--- src/rtl/plt_pkg.sv ---
// ---------------------------------------------------------------------------
// plt_pkg: shared types and constants for the positional list table
// Item layouts, operation and status codes, and the per-cell control word.
// ---------------------------------------------------------------------------
package plt_pkg;

  localparam int CAPACITY    = 64;
  localparam int VALUE_WIDTH = 32;
  localparam int CNT_W       = 7;

  // operation codes
  localparam logic [1:0] OP_INSERT = 2'd0;
  localparam logic [1:0] OP_DELETE = 2'd1;
  localparam logic [1:0] OP_GET    = 2'd2;
  localparam logic [1:0] OP_FIND   = 2'd3;

  // status codes
  localparam logic [1:0] ST_OK       = 2'd0;
  localparam logic [1:0] ST_RANGE    = 2'd1;
  localparam logic [1:0] ST_FULL     = 2'd2;
  localparam logic [1:0] ST_NOTFOUND = 2'd3;

  typedef struct packed {
    logic        [1:0]             operation;
    logic        [CNT_W-1:0]       slot;
    logic signed [VALUE_WIDTH-1:0] value_in;
  } plt_in_t;

  typedef struct packed {
    logic        [1:0]             status;
    logic signed [VALUE_WIDTH-1:0] value_out;
    logic        [CNT_W-1:0]       found_slot;
    logic        [CNT_W-1:0]       count_out;
  } plt_out_t;

  // control word broadcast to every cell of the row
  typedef struct packed {
    logic                   load;    // capture compare and read results
    logic                   ins;     // open a gap at pos and write value
    logic                   del;     // close the gap at pos
    logic                   get;     // present the entry at pos
    logic                   find;    // compare entries against value
    logic [CNT_W-1:0]       pos;     // zero-based position
    logic [CNT_W-1:0]       count;   // entries held before the operation
    logic [VALUE_WIDTH-1:0] value;
  } plt_cell_ctl_t;

endpackage

--- src/rtl/plt_cell.sv ---
// ---------------------------------------------------------------------------
// plt_cell: one list entry
// Holds one value, takes it from a neighbor on insert or delete (or the new value at pos), and flags
// a compare hit or presents its value for a read.
// ---------------------------------------------------------------------------
module plt_cell
  import plt_pkg::*;
(
  input  logic                   clk,
  input  logic [CNT_W-1:0]       idx,
  input  plt_cell_ctl_t          ctl,
  input  logic [VALUE_WIDTH-1:0] left,
  input  logic [VALUE_WIDTH-1:0] right,
  output logic [VALUE_WIDTH-1:0] entry,
  output logic                   hit,
  output logic [VALUE_WIDTH-1:0] rd
);

  // shift the row: insert pulls from the lower neighbor, delete from the upper
  always_ff @(posedge clk) begin
    if (ctl.ins) begin
      if (idx == ctl.pos) begin
        entry <= ctl.value;
      end else if (idx > ctl.pos) begin
        entry <= left;
      end
    end else if (ctl.del) begin
      if (idx >= ctl.pos) begin
        entry <= right;
      end
    end
  end

  // capture compare hit and masked read value
  always_ff @(posedge clk) begin
    if (ctl.load) begin
      hit <= ctl.find && (idx < ctl.count) && (entry == ctl.value);
      rd  <= (ctl.get && idx == ctl.pos) ? entry : '0;
    end
  end

endmodule

--- config.mk ---
export PLATFORM = sky130hd
export DESIGN_NAME = plt_cell
export DESIGN_NICKNAME = d
export VERILOG_FILES = /design/src/rtl/plt_pkg.sv /design/src/rtl/plt_cell.sv
export SDC_FILE = /design/constraint.sdc
export NUM_CORES = 1
export LEC_CHECK = 0
export BUFFER_PORTS_ARGS = -buffer_cell sky130_fd_sc_hd__buf_2
export CORE_MARGIN = 2
export CORE_UTILIZATION = 49
export CTS_BUF_LIST = sky130_fd_sc_hd__clkbuf_8 sky130_fd_sc_hd__clkbuf_16
export CTS_CLUSTER_DIAMETER = 80
export DETAILED_ROUTE_END_ITERATION = 10
export MAX_ROUTING_LAYER = met4
export PLACE_DENSITY = 0.86
export SLEW_MARGIN = 10
export SYNTH_ARGS = -nofsm -noshare
export SYNTH_HDL_FRONTEND = slang
export SYNTH_SLANG_ARGS = --single-unit
--- constraint.sdc ---
create_clock -name clk -period 4.5 [get_ports clk]
set_input_delay 0.225 -clock clk [delete_from_list [all_inputs] [get_ports clk]]
set_output_delay 0.225 -clock clk [all_outputs]
set_load 0.02 [all_outputs]
# ---- Word-level counts from Yosys, hierarchy flattened
# Cells that the tools add are included.
# W data, S select, Z words.
dict set report totals {
  regBits 65
  input_bits 123
  output_inout_bits 65
  elab_cells 20
}
dict set report op_classes {
  magnitude_cmp 3
  eq_ne 3
  muxes 5
  reduce_logical 6
}
# op n
set op_table {}
lappend op_table {{$mux W32} 5}
lappend op_table {{$eq A32 B32 Y1} 1}
lappend op_table {{$eq A7 B7 Y1} 1}
lappend op_table {{$ge A7 B7 Y1} 1}
lappend op_table {{$gt A7 B7 Y1} 1}
lappend op_table {{$lt A7 B7 Y1} 1}
lappend op_table {{$reduce_bool A2 Y1} 2}
lappend op_table {{$logic_and A1 B1 Y1} 3}
lappend op_table {{$ne A3 B1 Y1 const B} 1}
lappend op_table {{$reduce_and A3 Y1} 1}

# ---- Longest topological paths before layout
# Gate-level depths: netlist (run 1).
dict set report depth {
  ltp_word 4
  depth_mapped 8
  mapped_depth_nobuf 7
}

# ---- Worst setup path before layout (run 1)
# OpenSTA, ideal clock, no wires.
dict set report synth_path {
  kind {input to register}
  start {in idx[0]}
  end {reg entry[0] (enable)}
  setup_time_ps 391
  arrival_ps 1769
  t_required_ps 4109
  setup_slack_ps 2340
  stages 7
  n_path_buf 0
  path_cell_list {inv_1 > ha_1 > nand2b_1 > a21o_1 > a21oi_1 > o21ai_1 > o21a_1}
}
dict set report synth_between {
  elab_chain_cells 3
  elab_cells_between_ends 6
  classes_between {order compare (2); eq/ne (2); reduce/logical (2)}
}
# element line_no
set synth_rtl {}
lappend synth_rtl {{start: declaration} plt_cell.sv:10} ;# input logic [CNT_W-1:0] idx,
lappend synth_rtl {{$gt A7 B7 Y1, or another cell as far along} plt_cell.sv:24} ;# end else if (idx > ctl.pos) begin
lappend synth_rtl {{$ne A3 B1 Y1 (no line) / $reduce_bool A2 Y1 (equally long branches)} --}
lappend synth_rtl {{$reduce_and A3 Y1 (no line) *} --}
lappend synth_rtl {{end signal: assignment} plt_cell.sv:23} ;# entry <= ctl.value;
lappend synth_rtl {{end signal: assignment} plt_cell.sv:25} ;# entry <= left;
lappend synth_rtl {{end signal: assignment} plt_cell.sv:29} ;# entry <= right;
lappend synth_rtl {{end: declaration} plt_cell.sv:14} ;# output logic [VALUE_WIDTH-1:0] entry,
# Every way passes the cells marked *; elsewhere a longest branch is shown, timed or not.
# A chain may end at the register's enable or synchronous reset.

# ---- Worst setup path in the final report (run 1)
dict set report layout_path {
  start {in idx[5]}
  end {reg entry[13], data pin}
}
dict set report layout_between {
  elab_chain_cells 3
}
# element line_no
set layout_rtl {}
lappend layout_rtl {{$eq A7 B7 Y1} plt_cell.sv:22} ;# if (idx == ctl.pos) begin
lappend layout_rtl {{$mux W32} plt_cell.sv:22}
lappend layout_rtl {{$mux W32} plt_cell.sv:21} ;# if (ctl.ins) begin
# No other way between the ends.

==> metrics.cfg, run 1 <==
[timing]
maxSlewViolCount=0
finClkSkew_ns=0.00566
hold_violations=0
rsz0062_at_grt=false
period_minus_slack_ns=1.76
worst_pin_slew_ns=0.785
fmax_mhz=568
slew-limit-headroom_pct=47.7
period_share_pct=39.1
finalSetupTns_ns=0
finalSetupViolations=0
hold_ws_ns=0.233

[synthesis]
synth_top_family_by_area=simple AND/OR/NAND/NOR gates
yosysWarnings=0
ys_types=30
netlist.top_cell.by_area=edfxtp_1
syn-instance-count=335
yosysSeqAreaShare_pct=54.5
synth_mux_area_share_pct=0
synth_top_area_share_pct=54.5
syn_nets=471
yosys-top-cells-area=edfxtp_1 (54%), xor2_1 (6.8%), nand2_1 (6.7%)
synth_xor_area_share_pct=7.82
yosys.area_share.simple_pct=20.6
ys_ff_latch=65
yosys.area_share.adder_pct=4.54
syn_area_per_cell_sq_um=10.7
synth_compound_area_share_pct=7.68
synth_area_sq_mm=0.00358

[route]
drt-vias-per-instance=5.17
dr.pass1.iters=4
wire_per_inst_um=16.0
wl_met2_um=5010
routed_wl_um=9900
drtIter0Drc=159
postRouteAntennaNets=0
vias=3199
highest_layer=met4
met1_length_um=3970
wl_met3_um=743
post-route-drc-count=0

[floorplan]
start_util_pct=49.9
fp.dieH_um=89.5
die_w_um=89.5
rows=31
dieArea_sq_mm=0.00801
coreArea_sq_mm=0.00718
ioPinCount=188

[grt]
grt.overflow.total=0
grt_usage_pct=25.2
grt_max_degree=65
grt_pass1_wl_um=14300
first_global_vias=2935
antenna_found_initial=0

[clock_network]
htreeDepth=3
numClockSinks=65
cts_tree=yes
cts_resized=0
cts-root-buf=clkbuf_8
post_cts_buffers=0
hold_buffers=0
cts_max_path_buffers=2
clock_latency_ns=0.33
numCtsBuffers=9
clkTransAtPathRegs_ns=0.07

[placement]
dp.cells=604
gp_congestion=0.871
place_hpwl_um=7400
io_buffer_count=187

[final_layout]
drive_above_1_share_pct=39.4
layout.cells.non_filler=619
antenna_cells=0
areaGrowthSynthToFinish_pct=32.2
nets=652

[worst_hold_path]
hold_path.class=primary input to flop

[power_and_ir_drop]
ir_drop_v=0.000175
power.density_mw_per_mm2=338
leakagePower_nw=2.37

[job]
cap_violations=0

[worst_setup_path]
cp_max_fo=32
worst_ep_required_time_ns=4.53
cp-start-kind=primary input
cp.arrival_ns=1.79
worst_setup_path_end_kind=flop
critical_path_class=primary input to flop

[status]
status=finished clean

==> cell type report <==
type,count,area [sq um]
Inverter,14,52.6
Timing Repair Buffer,189,951
Fill cell,591,2440
Sequential cell,65,1950
Clock inverter,6,75.1
Clock buffer,9,124
Tap cell,99,124
Multi-Input combinational cell,237,1460
==> registers in the layout (all words and copies together), names as in the netlist <==
register / cells
entry: 32
hit: 1
rd: 32
==> synth_stat cells (all sizes together) <==
master / count
buf: 10
o21a: 1
nand3: 2
a21o: 4
nor3: 2
nor4: 6
a31oi: 32
o211ai: 1
ha: 13
a21oi: 4
nand2b: 2
and3: 32
inv: 14
nor4b: 1
nor2: 33
o21ai: 2
nand2: 64
xor2: 28
nor2b: 1
xnor2: 4
edfxtp: 65
clkbuf: 9
nand4: 5
==> critical path, cell delays in order <==
cell     delay (ns)
buf_2          0.12
ha_1           0.35
nand4_4        0.16
inv_1          0.13
nand4_4        0.44
nand2_1        0.22
a31oi_1        0.13
==> placed cells by master (no fill, tap or decap), drive strengths merged <==
cell type,Yosys,routed
buf,10,189
xnor2,4,4
nor2,33,33
a31oi,32,32
edfxtp,65,65
nand4,5,5
nand3,2,2
clkbuf,9,9
a21o,4,4
o21ai,2,2
bufinv,0,2
clkinv,0,3
nor3,2,2
nor2b,1,1
and3,32,32
nand2,64,64
nor4b,1,1
inv,14,15
o21a,1,1
o211ai,1,1
a21oi,4,4
nor4,6,6
nand2b,2,2
ha,13,13
xor2,28,28
==> metal layers <==
layer / vias up / global-route usage [%]
met5: - / -
li1: 1552 / -
met3: 15 / 4.99
met4: 0 / 9.63
met2: 163 / 42.5
met1: 1469 / 29.7
==> cell families after synthesis <==
logic type / Yosys count
simple gates: 148
flops: 65
fa+ha+maj: 13
buf+inv: 33
compound gates: 44
xor+xnor: 32
==> per-stage QoR <==
step	setup WS, ns	utilization, %	area [sq um]	power, mW
floorplan	2.34	-	3580	0.954
global placement	2.47	63.2	4540	1.10
detailed placement	2.40	63.2	4540	1.11
CTS	2.75	66.0	4730	1.61
global route	2.67	66.0	4730	1.67
finish	2.74	66.0	4730	1.60
==> worst paths after layout <==
| kind | startpoint | cells past startpoint | endpoint | slack, ns |
|---|---|---|---|---|
| worst min-delay path | right[4] | 3 | entry[4]$_DFFE_PP_ | 0.23 |
| worst max register to register | entry[14]$_DFFE_PP_ | 5 | hit$_DFFE_PP_ | 2.87 |
| worst max-delay path | idx[5] | 7 | entry[13]$_DFFE_PP_ | 2.74 |
| worst min register to register | entry[1]$_DFFE_PP_ | 1 | rd[1]$_SDFFCE_PN0P_ | 0.63 |
==> report_power, final <==
part | switching [mW] | internal (mW)
combinational | 0.201 | 0.127
clock | 0.204 | 0.301
sequential | 0.0399 | 0.729
total | 0.445 | 1.16
(Power assumes the default switching activity.)
==> run 2: changes to the inputs <==
--- a/config.mk
+++ b/config.mk
@@ -7,12 +7,12 @@
 export LEC_CHECK = 0
 export BUFFER_PORTS_ARGS = -buffer_cell sky130_fd_sc_hd__buf_2
 export CORE_MARGIN = 2
-export CORE_UTILIZATION = 49
+export CORE_UTILIZATION = 41
 export CTS_BUF_LIST = sky130_fd_sc_hd__clkbuf_8 sky130_fd_sc_hd__clkbuf_16
 export CTS_CLUSTER_DIAMETER = 80
 export DETAILED_ROUTE_END_ITERATION = 10
 export MAX_ROUTING_LAYER = met4
-export PLACE_DENSITY = 0.86
+export PLACE_DENSITY = 0.77
 export SLEW_MARGIN = 10
 export SYNTH_ARGS = -nofsm -noshare
 export SYNTH_HDL_FRONTEND = slang
==> constraint.sdc (replaced) <==
create_clock -name clk -period 1.45 [get_ports clk]
set_input_delay 0.0725 -clock clk [delete_from_list [all_inputs] [get_ports clk]]
set_output_delay 0.0725 -clock clk [all_outputs]
set_load 0.02 [all_outputs]
==> run 2 against run 1 <==
Against the previous run: the run now ends with negative setup slack left; critical path depth is 2 lower; routed wire length grew 6.3%; combinational power increased to 3.6 times the previous value; clock skew grew 0.0064 ns; largest cell class unchanged; largest power group unchanged; highest routed layer unchanged.
==> metrics.cfg, run 2 (same netlist as run 1, synthesis figures left out) <==
[worst_setup_path]
cp.arrival_ns=1.73  ; -0.06 ns
worstReg2RegStart=entry[20]$_DFFE_PP_
crit_path_cell_trace=xnor2_1 -> nand4_1 -> nor4b_2 -> o211ai_1 -> nor3_1
crit_slowest_cell=edfxtp_1
critical_path_class=flop to flop
cp_top_family=simple AND/OR/NAND/NOR gates
worst_setup_path_end_kind=flop
startpoint=entry[20]$_DFFE_PP_
cp_max_fo=2  ; -94%
cp-start-kind=flop
crit_buf_inv=0  ; -2
max_stage_delay_ns=0.41  ; -0.03 ns
worst_ep_required_time_ns=1.62  ; -2.91 ns

[floorplan]
rows=34  ; +9.7%
ioPinCount=188  ; unchanged
start_util_pct=41.7  ; -8.2 points
die_w_um=97.5  ; +8.9%
coreArea_sq_mm=0.00859  ; +20%
fp.dieH_um=97.5  ; +8.9%
dieArea_sq_mm=0.00950  ; +19%

[clock_network]
cts-root-buf=clkbuf_8
htreeDepth=3  ; unchanged
cts_tree=yes
numCtsBuffers=9  ; unchanged
clkTransAtPathRegs_ns=0.07  ; about the same
hold_buffers=0  ; unchanged
numClockSinks=65  ; unchanged
clock_latency_ns=0.33  ; about the same
cts_max_path_buffers=2  ; unchanged

[grt]
grt_pass1_wl_um=16600  ; +17%
grt.overflow.total=0  ; unchanged
grt_max_degree=34  ; -48%
grt_usage_pct=22.9  ; -2.2 points
antenna_found_initial=0  ; unchanged
first_global_vias=3490  ; +19%

[placement]
post_dp_cell_area_sq_mm=0.00491  ; +8.2%
place_hpwl_um=8250  ; +11%
gp_congestion=0.836  ; -4.1%
io_buffer_count=187  ; unchanged

[route]
drt-vias-per-instance=5.00  ; -3.2%
postRouteAntennaNets=0  ; unchanged
dr.pass1.iters=4  ; unchanged
wire_per_inst_um=15.9  ; -0.44%
routed_wl_um=10500  ; +6.3%
vias=3306  ; +3.3%
drtIter0Drc=107  ; -33%
post-route-drc-count=0  ; unchanged

[job]
cap_violations=0  ; unchanged

[final_layout]
largest_registers=entry x32, rd x32, hit x1
final_cell_mix=buf_2 (187), edfxtp_1 (65), nand2_1 (64)
nets=685  ; +5.1%
drive_above_1_share_pct=44.7  ; +5.2 points
areaGrowthSynthToFinish_pct=42.6
final_common_cell=buf_2
nFillCells=751  ; +27%
final_cell_area_sq_mm=0.00511  ; +7.9%
antenna_cells=0  ; unchanged

[timing]
rsz0062_at_grt=true
hold_violations=0  ; unchanged
maxSlewViolCount=0  ; unchanged
finalSetupTns_ns=-0.113  ; -0.113 ns
fmax_mhz=640
period_minus_slack_ns=1.56
worst_pin_slew_ns=0.499  ; -0.286 ns
slew-limit-headroom_pct=66.7  ; +19 points
hold_ws_ns=0.0819  ; -0.151 ns
finalSetupViolations=1  ; +1
setup_ws_ns=-0.113  ; -2.85 ns
period_share_pct=108
finClkSkew_ns=0.0121  ; +0.00639 ns

[status]
violations=negative setup slack
status=finished with violations

[worst_hold_path]
hold_path.class=primary input to flop
hold_start=right[0]

[power_and_ir_drop]
power.density_mw_per_mm2=978  ; +190%
leakagePower_nw=2.57  ; +8.5%
ir_drop_v=0.000453  ; +160%

-- run 2: changes by cell type in the layout (fill, tap and decap cells not counted), sizes merged --
cell,previous run,this run
buf,189,222
bufinv,2,1
inv,15,16
-- run 2: metal layers --
| layer | wire [um] | global-route usage (%) |
|---|---|---|
| met5 | 0 | - |
| met4 | 177 | 7.48 |
| met3 | 615 | 3.67 |
| met2 | 5320 | 38.6 |
| met1 | 4410 | 28.4 |
-- run 2: what timing repair did --
| action | CTS | global route |
|---|---|---|
| pin swaps | 1 | 1 |
| buffers inserted | 1 | 0 |
| gates resized for setup | 2 | 0 |
| setup endpoints to repair | 1 | 1 |
-- run 2: area by class of cell --
type / instances / area, sq um / share of cell area (%)
clock inverter: 6 / 52.6 / 1.03
tap: 108 / 135 / 2.65
timing repair buffer: 222 / 1270 / 24.9
sequential: 65 / 1950 / 38.2
multi-input combinational: 237 / 1510 / 29.6
inverter: 14 / 60.1 / 1.18
clock buffer: 9 / 124 / 2.43
-- run 2: stage by stage --
step	worst slack [ns]	power [mW]	utilization (%)	std cells
2_1_floorplan	-0.00460	2.97	-	335
3_3_place_gp	-0.164	3.58	57.1	645
3_5_place_dp	-0.164	3.61	57.1	645
4_1_cts	-0.0982	5.05	59.4	661
5_1_grt	-0.249	5.22	59.4	661
6_report	-0.113	5.00	59.4	661
-- run 2: worst register-to-register path, stage by stage, from the launching register on --
cell	delay (ns)
edfxtp_1	0.41
xnor2_1	0.17
nand4_1	0.22
nor4b_2	0.25
o211ai_1	0.15
nor3_1	0.20
-- run 2: power by group --
| group | switching, mW | internal [mW] | total [mW] |
|---|---|---|---|
| sequential | 0.117 | 2.26 | 2.38 |
| combinational | 0.672 | 0.529 | 1.20 |
| clock | 0.655 | 0.764 | 1.42 |
-- run 2: path summary, 6_finish.rpt --
check        slack [ns]  cells past startpoint                    to
max reg2reg       -0.11                      5         hit$_DFFE_PP_
min reg2reg        0.62                      1  rd[11]$_SDFFCE_PN0P_
min                0.08                      3    entry[0]$_DFFE_PP_
max               -0.11                      5         hit$_DFFE_PP_
